**src/rtl/complex_arithmetic_unit_macros.svh**
```systemverilog
// ----------------------------------------------------------------------------
// Complex arithmetic unit assertion macros
// Shared concurrent assertion helpers with active-low reset disable.
// ----------------------------------------------------------------------------
`ifndef COMPLEX_ARITHMETIC_UNIT_MACROS_SVH
`define COMPLEX_ARITHMETIC_UNIT_MACROS_SVH

// same-cycle implication
`define CAU_ASSERT_NOW(label, clk, rstn, ante, cons, msg) \
    label: assert property (@(posedge clk) disable iff (!rstn) (ante) |-> (cons)) \
        else $error(msg);

// next-cycle implication
`define CAU_ASSERT_NEXT(label, clk, rstn, ante, cons, msg) \
    label: assert property (@(posedge clk) disable iff (!rstn) (ante) |=> (cons)) \
        else $error(msg);

`endif

```
**src/rtl/cau_pkg.sv**
```systemverilog
// ----------------------------------------------------------------------------
// Complex arithmetic unit package
// Types, constants and helpers shared by the pipeline stages.
// ----------------------------------------------------------------------------
`timescale 1ns / 1ps

package cau_pkg;

    localparam int DATA_W    = 32;
    localparam int FRAC_W    = 24;
    localparam int TOL_W     = 31;
    localparam int DIV_STEPS = DATA_W;
    localparam int FEED_W    = DATA_W - FRAC_W;
    localparam logic [TOL_W-1:0] TOL_RESET = 31'd17;
    localparam logic [2:0] REG_TOL_IDX = 3'd0;

    localparam logic signed [64:0] SAT_HI = 65'sd2147483647;
    localparam logic signed [64:0] SAT_LO = -65'sd2147483648;
    localparam logic [31:0] WORD_MAX = 32'h7FFF_FFFF;
    localparam logic [31:0] WORD_MIN = 32'h8000_0000;

    typedef enum logic [2:0] {
        CMD_ADD   = 3'd0,
        CMD_SUB   = 3'd1,
        CMD_MUL   = 3'd2,
        CMD_DIV   = 3'd3,
        CMD_NEG   = 3'd4,
        CMD_EQ    = 3'd5,
        CMD_SCALE = 3'd6
    } cmd_t;

    typedef struct packed {
        logic signed [31:0] val;
        logic               ovf;
    } sat_t;

    // products and short sums from the first stage
    typedef struct packed {
        logic [2:0]         cmd;
        logic signed [63:0] p_ac;
        logic signed [63:0] p_bd;
        logic signed [63:0] p_ad;
        logic signed [63:0] p_bc;
        logic signed [63:0] p_cc;
        logic signed [63:0] p_dd;
        logic signed [32:0] sum_r;
        logic signed [32:0] sum_i;
        logic signed [32:0] dif_r;
        logic signed [32:0] dif_i;
        logic signed [32:0] neg_r;
        logic signed [32:0] neg_i;
    } s1_t;

    // per-item control and finished non-divide results
    typedef struct packed {
        logic [2:0]         cmd;
        logic signed [31:0] rr;
        logic signed [31:0] ri;
        logic               eq;
        logic               ovf;
        logic               dz;
        logic               neg_r;
        logic               neg_i;
        logic               big_r;
        logic               big_i;
    } side_t;

    // restoring divider working set for both parts
    typedef struct packed {
        logic [63:0]        den;
        logic [63:0]        rem_r;
        logic [63:0]        rem_i;
        logic [FEED_W-1:0]  feed_r;
        logic [FEED_W-1:0]  feed_i;
        logic [31:0]        q_r;
        logic [31:0]        q_i;
    } divw_t;

    function automatic sat_t sat65(input logic signed [64:0] v);
        sat_t s;
        s.ovf = 1'b0;
        s.val = v[31:0];
        if (v > SAT_HI) begin
            s.val = WORD_MAX;
            s.ovf = 1'b1;
        end else if (v < SAT_LO) begin
            s.val = WORD_MIN;
            s.ovf = 1'b1;
        end
        return s;
    endfunction

    function automatic logic signed [64:0] ext33(input logic signed [32:0] v);
        return {{32{v[32]}}, v};
    endfunction

endpackage

```
**src/rtl/cau_div_step.sv**
```systemverilog
// ----------------------------------------------------------------------------
// Complex arithmetic unit divider step
// One registered restoring-division step for the real and imaginary quotients.
// ----------------------------------------------------------------------------
`timescale 1ns / 1ps

module cau_div_step import cau_pkg::*; (
    input  logic  aclk,
    input  logic  aresetn,
    input  logic  in_valid,
    output logic  in_ready,
    input  side_t in_side,
    input  divw_t in_div,
    output logic  out_valid,
    input  logic  out_ready,
    output side_t out_side,
    output divw_t out_div
);

    logic        valid_reg;
    side_t       side_reg;
    divw_t       div_reg, div_next;
    logic [64:0] tr, ti, dr, di;
    logic        ge_r, ge_i;

    always_comb begin
        tr   = {in_div.rem_r, in_div.feed_r[FEED_W-1]};
        ti   = {in_div.rem_i, in_div.feed_i[FEED_W-1]};
        ge_r = tr >= {1'b0, in_div.den};
        ge_i = ti >= {1'b0, in_div.den};
        dr   = tr - {1'b0, in_div.den};
        di   = ti - {1'b0, in_div.den};

        div_next.den    = in_div.den;
        div_next.rem_r  = ge_r ? dr[63:0] : tr[63:0];
        div_next.rem_i  = ge_i ? di[63:0] : ti[63:0];
        div_next.feed_r = in_div.feed_r << 1;
        div_next.feed_i = in_div.feed_i << 1;
        div_next.q_r    = {in_div.q_r[30:0], ge_r};
        div_next.q_i    = {in_div.q_i[30:0], ge_i};
    end

    assign in_ready  = !valid_reg || out_ready;
    assign out_valid = valid_reg;
    assign out_side  = side_reg;
    assign out_div   = div_reg;

    always_ff @(posedge aclk) begin
        if (!aresetn) begin
            valid_reg <= 1'b0;
        end else if (in_ready) begin
            valid_reg <= in_valid;
        end
    end

    always_ff @(posedge aclk) begin
        if (in_valid && in_ready) begin
            side_reg <= in_side;
            div_reg  <= div_next;
        end
    end

endmodule

```
**config.mk**
```make
export PLATFORM = sky130hd
export DESIGN_NAME = cau_div_step
export DESIGN_NICKNAME = d
export VERILOG_FILES = /design/src/rtl/complex_arithmetic_unit_macros.svh /design/src/rtl/cau_pkg.sv /design/src/rtl/cau_div_step.sv
export SDC_FILE = /design/constraint.sdc
export NUM_CORES = 1
export LEC_CHECK = 0
export BUFFER_PORTS_ARGS = -buffer_cell sky130_fd_sc_hd__buf_4
export CORE_AREA = 4 4 270 272
export DETAILED_ROUTE_END_ITERATION = 10
export DIE_AREA = 0 0 274 276
export GPL_ROUTABILITY_DRIVEN = 0
export PLACE_DENSITY = 0.47
export SLEW_MARGIN = 20
export SYNTH_ARGS = -nofsm -noshare
export SYNTH_HDL_FRONTEND = slang
export SYNTH_SLANG_ARGS = --single-unit
```
**constraint.sdc**
```tcl
create_clock -name aclk -period 20.7 [get_ports aclk]
set_input_delay 1.035 -clock aclk [delete_from_list [all_inputs] [get_ports aclk]]
set_output_delay 1.035 -clock aclk [all_outputs]
set_load 0.01 [all_outputs]
```
==> run_results.csv, run 1 <==
group,metric,value,unit
synth,yosysWarnings,0,
power_and_ir_drop,power_density,78.6,nW/um2
clock_tree,cts_buffer_depth,3,
synth,synth-async-reset-ratio,0,%
grt,grt_usage,21.3,%
routing,vias,17009,
routing,wirelength,85400,um
grt,antenna_found_initial,23,
synth,synthAdderAreaFrac,8.15,%
worst_setup_path,crit_path_start_kind,"input port",
synth,synth_top_family_by_area,"compound AO/OA/AOI/OAI gates",
floorplan,num_io_pins,698,
worst_setup_path,worstSetupPathType,"in -> reg",
outcome,status,"finished, final reports clean",
synth,synth_area_per_cell,11.1,um2
sta,finalHoldViolations,0,
clock_tree,cts_sinks,345,
clock_tree,ctsHtreeMaxLevel,2,
worst_setup_path,arrival,5.32,ns
floorplan,die-area,75600,um2
sta,setup_viol,0,
power_and_ir_drop,leakage,11.7,nW
sta,slew_headroom,29.1,%
sta,post-route-period-util,24.2,%
sta,final.setup.tns,0,ns
power_and_ir_drop,clkPwrFrac,33.3,%
power_and_ir_drop,pwr-share-seq,40.1,%
grt,grt_first_pass_wirelength,119000,um
floorplan,die_w,274,um
synth,yosys.area_share.simple,10.3,%
placement,pre_cts_slack,15.12,ns
worst_setup_path,crit_slowest_cell,"a221oi_1",
synth,synth_area,20100,um2
clock_tree,hold_buffers,0,
floorplan,std_cell_rows,98,
synth,synth.top_cell.area_share,51.3,%
placement,portBuffers,693,
sta,post-route-min-period,5.01,ns
grt,grt_pass1_vias,17168,
routing,firstDrtPassIters,5,
worst_setup_path,path_common_cell,"buf_4",
worst_setup_path,reg2reg_to,"out_div[197]",
synth,synthFlopType,"edfxtp_1",
min_path,holdCritPathClass,"reg -> reg",
power_and_ir_drop,switchingPower,0.642,mW
flow_run,drv_cap,0,
synth,synth_compound_area_share,16.2,%
sta,drv_slew,0,
min_path,holdPathStages,2,
worst_setup_path,crit_chain,"buf_4, inv_1, ha_1, a21oi_1, o21ai_0, a221oi_1, a211oi_1, a221o_1, o2111ai_1, and3b_4, buf_4, mux2_2",
worst_setup_path,r2r-start,"out_valid",
synth,ys_ff_latch,345,
clock_tree,clkTransAtPathRegs,0.06,ns
cells_and_area,seq_area,10300,um2
min_path,hold_end,"out_valid",
cells_and_area,layout-drive-gt1-share,33.5,%
floorplan,dieHeight,276,um
clock_tree,clk_latency,0.58,ns
sta,fmax,0.200,GHz
cells_and_area,final.fill_count,7002,
min_path,hp-start,"out_valid",
clock_tree,cts_tree,"built",
synth,yosysSeqAreaShare,51.4,%
synth,synthMuxAreaShare,4.89,%
worst_setup_path,crit_path_end_kind,"register",
grt,overflow,0,
synth,syn_inst,1813,
sta,worst_pin_slew,1.04,ns
synth,synth_area_leader_cell,"edfxtp_1",
synth,synth.distinct_cells,81,
synth,synth-xor-area-share,4.96,%
clock_tree,ctsResizeCount,0,
worst_setup_path,r2r_setup_slack,18.08,ns
power_and_ir_drop,ir_drop,0.0000482,V
worst_setup_path,worst-path-max-fanout,69,
sta,finClkSkew,0.0217,ns
routing,drtAntennaViolNets,0,
clock_tree,cts_root_buf,"clkbuf_16",
grt,grt_max_degree,147,
sta,rsz0062_at_grt,"false",
synth,synth_area_leaders,"edfxtp_1 51%, ha_1 8.0%, mux2_4 4.4%",
power_and_ir_drop,swShare,29.6,%
cells_and_area,area_growth_syn_to_layout,36.8,%
cells_and_area,nets,2966,
power_and_ir_drop,internal-power,1.53,mW
placement,post-dp-hpwl,70700,um
routing,avgViaCountPerCell,4.89,
cells_and_area,multi_input_comb_area,8980,um2
worst_setup_path,rr_worst_depth,3,
clock_tree,postCtsSetupRepairBufs,0,
floorplan,initial_core_util,28.5,%
floorplan,core,70800,um2
routing,post-route-drc-count,0,
synth,synth-edff-count,344,
clock_tree,cts_buffers,42,
worst_setup_path,required,21.01,ns
routing,first_iter_violations,1130,
worst_setup_path,slowest_delay,0.75,ns
sta,fin_ws,15.69,ns
routing,wl_per_cell,24.5,um
power_and_ir_drop,power_frac_comb,26.6,%
[layout make-up]
class / count / area share, %
flip-flops and latches: 345 / 37.6
multi-input cells: 1286 / 32.6
repair buffers: 699 / 19.1
well taps: 950 / 4.31
clock buffers: 53 / 4.11
inverters: 112 / 1.55
clock inverters: 22 / 0.667
diodes: 13 / 0.118
[power by group through the flow]
stage          Sequential [mW]  Combinational (mW)  Clock, mW
6_report                 0.869               0.577      0.721
5_1_grt                  0.874               0.625      0.771
4_1_cts                  0.870               0.582      0.744
3_5_place_dp             0.883               0.579          0
3_3_place_gp             0.883               0.578          0
2_1_floorplan            0.926               0.294          0
[through the flow]
step	total power, mW	cells	cell area (um2)	util (%)	hold slack (ns)
after floorplan	1.22	1814	20100	-	0.610
after global placement	1.46	3392	26200	37.0	0.571
after detailed placement	1.46	3392	26200	37.0	0.566
after CTS	2.20	3467	27500	38.9	0.581
after global routing	2.27	3475	27500	38.9	0.599
final	2.17	3480	27600	38.9	0.580
[placed cells by master, fill, tap and decap left out, drive strengths merged, types with 11 or more instances in the layout]
cell / synthesis / layout
clkbuf: 51 / 53
o21ai: 152 / 152
o21bai: 39 / 39
inv: 112 / 112
nand3: 21 / 21
nor3: 29 / 29
edfxtp: 344 / 344
clkinv: 0 / 15
buf: 20 / 699
diode: 0 / 13
a21o: 45 / 45
xor2: 38 / 38
o211ai: 12 / 12
nor2: 91 / 91
nand4: 44 / 44
nand2: 183 / 183
a211oi: 14 / 14
mux2: 66 / 66
ha: 128 / 128
xnor2: 76 / 76
o21a: 14 / 14
a21oi: 171 / 171
nand2b: 11 / 11
[critical path, delay by kind of cell]
family	cells	cell delay, ns
fa+ha+maj	1	0.34
compound gates	6	1.92
buf+inv	3	0.87
mux	1	0.41
simple gates	1	0.62
[how the worst max path moves through the flow]
stage	cells after the start	start	end
final	12	in_div[226]	out_div[186]
after global routing	12	in_div[226]	out_div[186]
after CTS	14	in_div[211]	out_div[82]
after detailed placement	14	in_div[211]	out_div[109]
after global placement	12	in_div[226]	out_div[186]
after floorplan	2	out_ready	out_div[0]
[metal layers]
layer,vias to the layer above,share of wire (%),global-route usage [%]
li1,8124,-,-
met1,8105,37,23.5
met2,633,50,37.8
met3,127,9.2,7.52
met4,20,3.5,7.43
met5,-,0.15,0
[synth_stat cells (8+ instances only)]
master,count
inv_1,111
nand3_1,20
ha_1,128
mux2_4,59
a31oi_1,10
nor2_1,91
o21ai_0,150
nor4_1,9
nor2b_1,10
o211ai_1,12
clkbuf_1,51
nand4_1,44
and2_1,8
and3_1,9
xnor2_1,76
xor2_1,38
or3_1,9
a211oi_1,13
o21a_1,14
edfxtp_1,344
nand2b_1,11
a21o_1,44
buf_2,10
o21bai_1,38
a21oi_1,170
nor3_1,29
nand2_1,183
[state kept, by name, summed over array words and instances (netlist names)]
signal	count
out_valid	1
out_side	74
out_div	270
[cell families after synthesis]
group	count (synthesis)
AO/OA/AOI/OAI	526
XOR/XNOR	114
adder cells (fa/ha/maj)	130
buffers and inverters	183
flip-flops	345
multiplexers	68
other	1
AND/OR/NAND/NOR	446
Power figures use the tool's default switching activity.
==> run 2: changes to the inputs <==
--- a/config.mk
+++ b/config.mk
@@ -5,12 +5,13 @@
 export SDC_FILE = /design/constraint.sdc
 export NUM_CORES = 1
 export LEC_CHECK = 0
+export ABC_AREA = 1
 export BUFFER_PORTS_ARGS = -buffer_cell sky130_fd_sc_hd__buf_4
-export CORE_AREA = 4 4 270 272
+export CORE_AREA = 4 4 266 268
 export DETAILED_ROUTE_END_ITERATION = 10
-export DIE_AREA = 0 0 274 276
+export DIE_AREA = 0 0 270 272
 export GPL_ROUTABILITY_DRIVEN = 0
-export PLACE_DENSITY = 0.47
+export PLACE_DENSITY = 0.54
 export SLEW_MARGIN = 20
 export SYNTH_ARGS = -nofsm -noshare
 export SYNTH_HDL_FRONTEND = slang
==> constraint.sdc (replaced) <==
create_clock -name aclk -period 5.2 [get_ports aclk]
set_input_delay 0.26 -clock aclk [delete_from_list [all_inputs] [get_ports aclk]]
set_output_delay 0.26 -clock aclk [all_outputs]
set_load 0.01 [all_outputs]
==> run 2 against run 1 <==
  * Total power grew to 4.2 times the previous value
  * Critical path depth grew 4
  * Cell area grew 26%
  * Synthesized cell count grew 88%
  * Register-to-register slack lost 15 ns
  * Clock-buffer cell count grew 1
  * Cell count grew 53%
  * Worst setup slack lost 14 ns
  * Sequential share of layout area shrank 7.7 points
  * First-iteration DRC count grew 69%
  * Clock skew shrank 0.010 ns
  * Non-clock buffer count grew 280
==> run_results.csv, run 2 <==
group,metric,value,unit
synth,yosysWarnings,0,
power_and_ir_drop,clkPwrFrac,32.5,%
worst_setup_path,arrival,3.77,ns
placement,post-dp-hpwl,92600,um
power_and_ir_drop,swShare,32.1,%
cells_and_area,layout_common_cells,"1382 x nand2_1, 709 x inv_1, 702 x buf_4",
routing,wl_per_cell,21.0,um
routing,post-route-drc-count,0,
grt,overflow,0,
sta,worst_pin_slew,1.02,ns
synth,ys_ff_latch,345,
placement,place_inst,4954,
cells_and_area,stdcell_area,34600,um2
cells_and_area,final_common_cell,"nand2_1",
clock_tree,cts_buffer_depth,3,
power_and_ir_drop,pwr-share-seq,37.6,%
sta,setup_viol,0,
routing,firstDrtPassIters,5,
grt,grt_pass1_vias,24788,
min_path,holdCritPathClass,"in -> reg",
grt,grt_max_degree,145,
routing,first_iter_violations,1905,
grt,grt_first_pass_wirelength,159000,um
cells_and_area,fin_cells,5311,
synth,syn_inst,3407,
cells_and_area,largest_register_ffs,270,
cells_and_area,area_growth_syn_to_layout,42.6,%
sta,fmax,0.297,GHz
min_path,holdPathStages,3,
clock_tree,cts_tree,"built",
synth,synth_area_per_cell,7.12,um2
clock_tree,cts_root_buf,"clkbuf_16",
worst_setup_path,crit_chain,"dlygate4sd3_1, buf_4, inv_1, ha_1, nand2_1, inv_1, nand2_1, nor2_1, nand2_1, nor2_1, nand3_1, nand3_2, nor2_4, nand2_4, nand3_1, nand2_1",
routing,drtAntennaViolNets,0,
synth,synth_common_cells,"1382 x nand2_1, 709 x inv_1, 344 x edfxtp_1",
clock_tree,ctsResizeCount,0,
synth,synth_area_leaders,"edfxtp_1 43%, nand2_1 21%, inv_1 11%",
grt,grt_usage,29.1,%
grt,antenna_found_initial,11,
clock_tree,ctsHtreeMaxLevel,2,
synth,synth-async-reset-ratio,0,%
synth,synth_area_leader_cell,"edfxtp_1",
sta,drv_slew,0,
worst_setup_path,worstSetupPathType,"in -> reg",
floorplan,num_io_pins,698,
floorplan,initial_core_util,35.5,%
synth,synth.top_cell.area_share,42.6,%
sta,finalHoldViolations,0,
clock_tree,clk_latency,0.58,ns
floorplan,core,68300,um2
sta,post-route-period-util,64.7,%
sta,finClkSkew,0.0114,ns
sta,slew_headroom,32.0,%
placement,pre_cts_slack,1.75,ns
outcome,status,"finished, final reports clean",
clock_tree,cts_sinks,345,
clock_tree,clkTransAtPathRegs,0.05,ns
routing,wirelength,111000,um
floorplan,std_cell_rows,96,
worst_setup_path,worst-path-max-fanout,67,
synth,synthFlopType,"edfxtp_1",
power_and_ir_drop,internal-power,6.22,mW
sta,fin_ws,1.83,ns
floorplan,die_w,270,um
power_and_ir_drop,leakage,18.3,nW
worst_setup_path,crit_slowest_cell,"nand2_4",
worst_setup_path,path_common_cell,"nand2_1",
clock_tree,postCtsSetupRepairBufs,0,
power_and_ir_drop,power_density,265,nW/um2
synth,synth.most_common_cell,"nand2_1",
power_and_ir_drop,power_frac_comb,29.9,%
floorplan,die-area,73400,um2
sta,post-route-min-period,3.37,ns
synth,synth.distinct_cells,39,
cells_and_area,layout-drive-gt1-share,18.2,%
routing,avgViaCountPerCell,4.75,
power_and_ir_drop,ir_drop,0.000200,V
worst_setup_path,crit_path_start_kind,"input port",
worst_setup_path,r2r_setup_slack,3.06,ns
floorplan,dieHeight,272,um
placement,placed_area,30500,um2
worst_setup_path,slowest_delay,0.55,ns
clock_tree,hold_buffers,275,
cells_and_area,final.fill_count,6869,
sta,rsz0062_at_grt,"false",
placement,portBuffers,693,
synth,yosysSeqAreaShare,42.6,%
worst_setup_path,rr_worst_depth,2,
clock_tree,cts_buffers,42,
routing,vias,25211,
power_and_ir_drop,switchingPower,2.94,mW
worst_setup_path,crit_path_end_kind,"register",
cells_and_area,nets,4871,
flow_run,drv_cap,0,
synth,synth-edff-count,344,
worst_setup_path,required,5.61,ns
synth,synth_area,24300,um2
-- run 2: cell count changes after synthesis, moves of 74 or more --
cell / delta
xnor2_1: -74
nand3_1: +266
a21oi_1: -79
nand2_1: +1199
inv_1: +598
nor2_1: +117
o21ai_0: -133
-- run 2: worst max-delay path, delay by kind of cell --
family | cells | cell delay, ns
buf+inv | 4 | 0.84
simple gates | 11 | 2.21
fa+ha+maj | 1 | 0.43
-- run 2: area by class of cell --
cell class              count  area, um2  area share, %
multi-input cells        2305      11000           31.8
flip-flops and latches    345      10300           29.9
repair buffers            979       8060           23.3
inverters                 718       2700           7.79
clock buffers              54       1120           3.23
well taps                 882       1100           3.19
clock inverters            22        263          0.759
diodes                      6       15.0         0.0434
-- run 2: power groups by stage --
stage               sequential (mW)  clock [mW]  combinational [mW]
finish                         3.45        2.98                2.74
global route                   3.47        3.17                2.98
CTS                            3.45        3.07                2.73
detailed placement             3.50           0                2.54
global placement               3.50           0                2.53
floorplan                      3.64           0                1.24
-- run 2: path summary, 6_finish.rpt --
check	start	endpoint
setup / recovery	in_div[259]	out_div[141]
hold reg to reg	out_valid	out_valid
hold / removal	in_div[124]	out_div[125]
setup reg to reg	out_valid	out_div[169]
-- run 2: cell families after synthesis --
| family | after synthesis | share of synthesized area, % |
|---|---|---|
| DFF | 345 | 42.6 |
| xor gates and xnor gates | 62 | 2.24 |
| adders and majority gates | 130 | 6.76 |
| buffers and inverters | 758 | 12.1 |
| other | 1 | 0.0154 |
| and+or+nand+nor | 1996 | 33.8 |
| AOI/OAI and AO/OA | 115 | 2.45 |
-- run 2: stage by stage --
stage,hold slack (ns),power [mW],setup TNS [ns],util (%)
final,0.0224,9.16,0,50.6
after global routing,0.0214,9.61,0,50.6
after CTS,0.0000930,9.24,0,50.6
after detailed placement,0.439,6.04,0,44.6
after global placement,0.438,6.03,0,44.6
after floorplan,0.359,4.88,-462.32,-
-- run 2: metal layers --
metal / vias up / routed length, um / global-route usage (%)
met5: - / 32 / 0
met4: 6 / 4400 / 9.98
met3: 160 / 7260 / 4.88
met2: 890 / 54100 / 51.7
met1: 11610 / 45500 / 35.8
li1: 12545 / - / -
==> run 3: changes to the inputs <==
--- a/config.mk
+++ b/config.mk
@@ -5,13 +5,13 @@
 export SDC_FILE = /design/constraint.sdc
 export NUM_CORES = 1
 export LEC_CHECK = 0
-export ABC_AREA = 1
+export ABC_AREA = 0
 export BUFFER_PORTS_ARGS = -buffer_cell sky130_fd_sc_hd__buf_4
-export CORE_AREA = 4 4 266 268
+export CORE_AREA = 4 4 271 273
 export DETAILED_ROUTE_END_ITERATION = 10
-export DIE_AREA = 0 0 270 272
+export DIE_AREA = 0 0 275 277
 export GPL_ROUTABILITY_DRIVEN = 0
-export PLACE_DENSITY = 0.54
+export PLACE_DENSITY = 0.48
 export SLEW_MARGIN = 20
 export SYNTH_ARGS = -nofsm -noshare
 export SYNTH_HDL_FRONTEND = slang
==> constraint.sdc (replaced) <==
create_clock -name aclk -period 2.8 [get_ports aclk]
set_input_delay 0.14 -clock aclk [delete_from_list [all_inputs] [get_ports aclk]]
set_output_delay 0.14 -clock aclk [all_outputs]
set_load 0.01 [all_outputs]
==> run 3 against run 2 <==
  * Sequential power grew 87%
  * Sequential share of layout area fell by 1.3 points
  * Largest power group unchanged
  * Critical path type unchanged
  * Cell area grew 4.7%
  * Clock-buffer cell count down 1
  * Clock power rose by 85%
  * Hold slack better by 0.026 ns
  * Total power up 96%
  * Cell count shrank 17%
  * The flow now finishes with violations (negative setup slack)
  * Via count shrank 18%
==> run_results.csv, run 3 (synthesis gave the netlist of run 1 again) <==
group,metric,value,unit
worst_setup_path,required,3.11,ns
cells_and_area,final.fill_count,6460,
worst_setup_path,cp-startpoint,"in_div[212]",
grt,overflow,0,
power_and_ir_drop,clkPwrFrac,30.7,%
routing,drtAntennaViolNets,0,
worst_setup_path,crit_path_end_kind,"register",
cells_and_area,finish.utilization,51.0,%
placement,portBuffers,693,
sta,finalHoldViolations,0,
outcome,status,"finished with violations",
routing,vias,20686,
floorplan,core,71100,um2
worst_setup_path,crit_chain,"buf_8, inv_8, ha_4, nand3_4, o21bai_4, a311oi_4, o21ai_2, a211oi_2, buf_4, o211ai_1, a2111o_1, a21oi_2, o31ai_4, bufinv_16, buf_16, mux2_4",
clock_tree,clk_latency,0.57,ns
worst_setup_path,reg2reg_to,"out_div[247]",
routing,firstDrtPassIters,5,
clock_tree,cts_tree,"built",
routing,post-route-drc-count,0,
routing,first_iter_violations,1235,
worst_setup_path,worstSetupPathType,"in -> reg",
grt,grt_max_degree,85,
outcome,violations,"negative setup slack",
cells_and_area,nets,3889,
min_path,holdPathStages,4,
clock_tree,cts_sinks,345,
worst_setup_path,arrival,3.26,ns
power_and_ir_drop,power_frac_comb,33.3,%
sta,rsz0062_at_grt,"true",
worst_setup_path,rr_worst_depth,3,
cells_and_area,seq_area,10400,um2
cells_and_area,layout-drive-gt1-share,43.7,%
power_and_ir_drop,leakage,16.1,nW
power_and_ir_drop,swShare,29.3,%
floorplan,initial_core_util,28.3,%
flow_run,drv_cap,0,
min_path,hp-start,"in_div[164]",
floorplan,num_io_pins,698,
floorplan,die_w,275,um
placement,place_inst,3943,
power_and_ir_drop,switchingPower,5.26,mW
routing,avgViaCountPerCell,4.70,
cells_and_area,largest_register_ffs,270,
worst_setup_path,crit_path_start_kind,"input port",
grt,grt_first_pass_wirelength,138000,um
sta,post-route-min-period,2.95,ns
min_path,holdCritPathClass,"in -> reg",
floorplan,std_cell_rows,98,
worst_setup_path,worst-path-max-fanout,16,
placement,placed_area,30600,um2
clock_tree,cts_root_buf,"clkbuf_16",
routing,wirelength,96300,um
worst_setup_path,crit_slowest_cell,"a2111o_1",
power_and_ir_drop,pwr-share-seq,36.0,%
routing,wl_per_cell,21.9,um
floorplan,dieHeight,277,um
clock_tree,ctsHtreeMaxLevel,2,
sta,post-route-period-util,105,%
sta,finClkSkew,0.0171,ns
min_path,hold_end,"out_div[165]",
sta,worst_pin_slew,0.661,ns
power_and_ir_drop,power_density,495,nW/um2
grt,grt_usage,24.1,%
worst_setup_path,slowest_delay,0.48,ns
grt,grt_pass1_vias,21673,
power_and_ir_drop,power.total,17.9,mW
sta,fmax,0.339,GHz
sta,fin_ws,-0.152,ns
cells_and_area,fin_cells,4397,
sta,drv_slew,0,
cells_and_area,final_common_cell,"buf_4",
cells_and_area,multi_input_comb_area,9470,um2
placement,post-dp-hpwl,76000,um
cells_and_area,stdcell_area,36200,um2
cells_and_area,layout_common_cells,"1249 x buf_4, 344 x edfxtp_1, 342 x dlygate4sd3_1",
cells_and_area,area_growth_syn_to_layout,80.0,%
clock_tree,cts_buffer_depth,3,
grt,antenna_found_initial,8,
clock_tree,cts_buffers,42,
worst_setup_path,r2r_setup_slack,1.06,ns
sta,setup_viol,62,
sta,slew_headroom,55.4,%
power_and_ir_drop,ir_drop,0.000395,V
floorplan,die-area,76200,um2
power_and_ir_drop,internal-power,12.7,mW
clock_tree,clkTransAtPathRegs,0.06,ns
worst_setup_path,r2r-start,"out_valid",
-- run 3: cell types whose count changed in the layout (fill, tap and decap cells not counted), sizes merged, moves of 67 or more --
cell | previous run | this run
buf | 704 | 1275
nor2 | 223 | 91
nand2 | 1389 | 183
dlygate4sd3 | 275 | 342
inv | 719 | 111
a21oi | 91 | 171
nand3 | 289 | 21
o21ai | 18 | 152
xnor2 | 2 | 76
-- run 3: area by class of cell --
class	count	share of cell area, %
Timing Repair Buffer	1621	36.9
Sequential cell	345	28.6
Multi-Input combinational cell	1286	26.1
Tap cell	950	3.28
Clock buffer	53	3.07
Inverter	112	1.31
Clock inverter	24	0.687
Timing Repair inverter	1	0.0449
Antenna cell	5	0.0345
-- run 3: worst max path at each step --
stage / end / slack [ns] / depth (start not counted)
after floorplan: out_div[0] / -0.47 / 2
after global placement: out_div[202] / -0.92 / 17
after detailed placement: out_div[202] / -0.93 / 17
after CTS: out_div[107] / -0.12 / 16
after global routing: out_div[122] / -0.25 / 16
final: out_div[121] / -0.15 / 16
-- run 3: metal layers --
layer | up-vias | routed length, um | track usage [%]
met2 | 662 | 47700 | 42.8
met1 | 9893 | 37500 | 27.8
met5 | - | 46 | 0
met4 | 6 | 4590 | 9.72
met3 | 151 | 6540 | 5.58
li1 | 9974 | - | -
-- run 3: repair_timing --
item                                    CTS  global route
resized for setup                        56            67
hold buffers                            342             0
hold endpoints to repair                340             0
pin swaps                                11            19
endpoints found under the setup margin   96           119
setup buffers                            21             4
cloned                                    3             2
-- run 3: power by group through the flow --
stage	combinational, mW	clock, mW	sequential (mW)
floorplan	2.20	0	6.77
global placement	5.28	0	6.57
detailed placement	5.31	0	6.56
CTS	5.89	5.67	6.46
global route	6.42	5.89	6.49
finish	5.97	5.51	6.46
-- run 3: critical path, delay by kind of cell --
kind | cells | cell delay [ns]
AND/OR/NAND/NOR | 1 | 0.07
AO/OA/AOI/OAI | 8 | 1.71
adder cells (fa/ha/maj) | 1 | 0.26
multiplexers | 1 | 0.31
buffers and inverters | 5 | 0.75
-- run 3: stage by stage --
stage	hold slack (ns)	setup WS, ns	TNS, ns
5_1_grt	0.0428	-0.250	-12.84
3_3_place_gp	0.319	-0.917	-86.14
4_1_cts	0.0278	-0.118	-4.76
3_5_place_dp	0.319	-0.934	-90.19
2_1_floorplan	0.239	-0.467	-164.18
6_report	0.0487	-0.152	-7.05
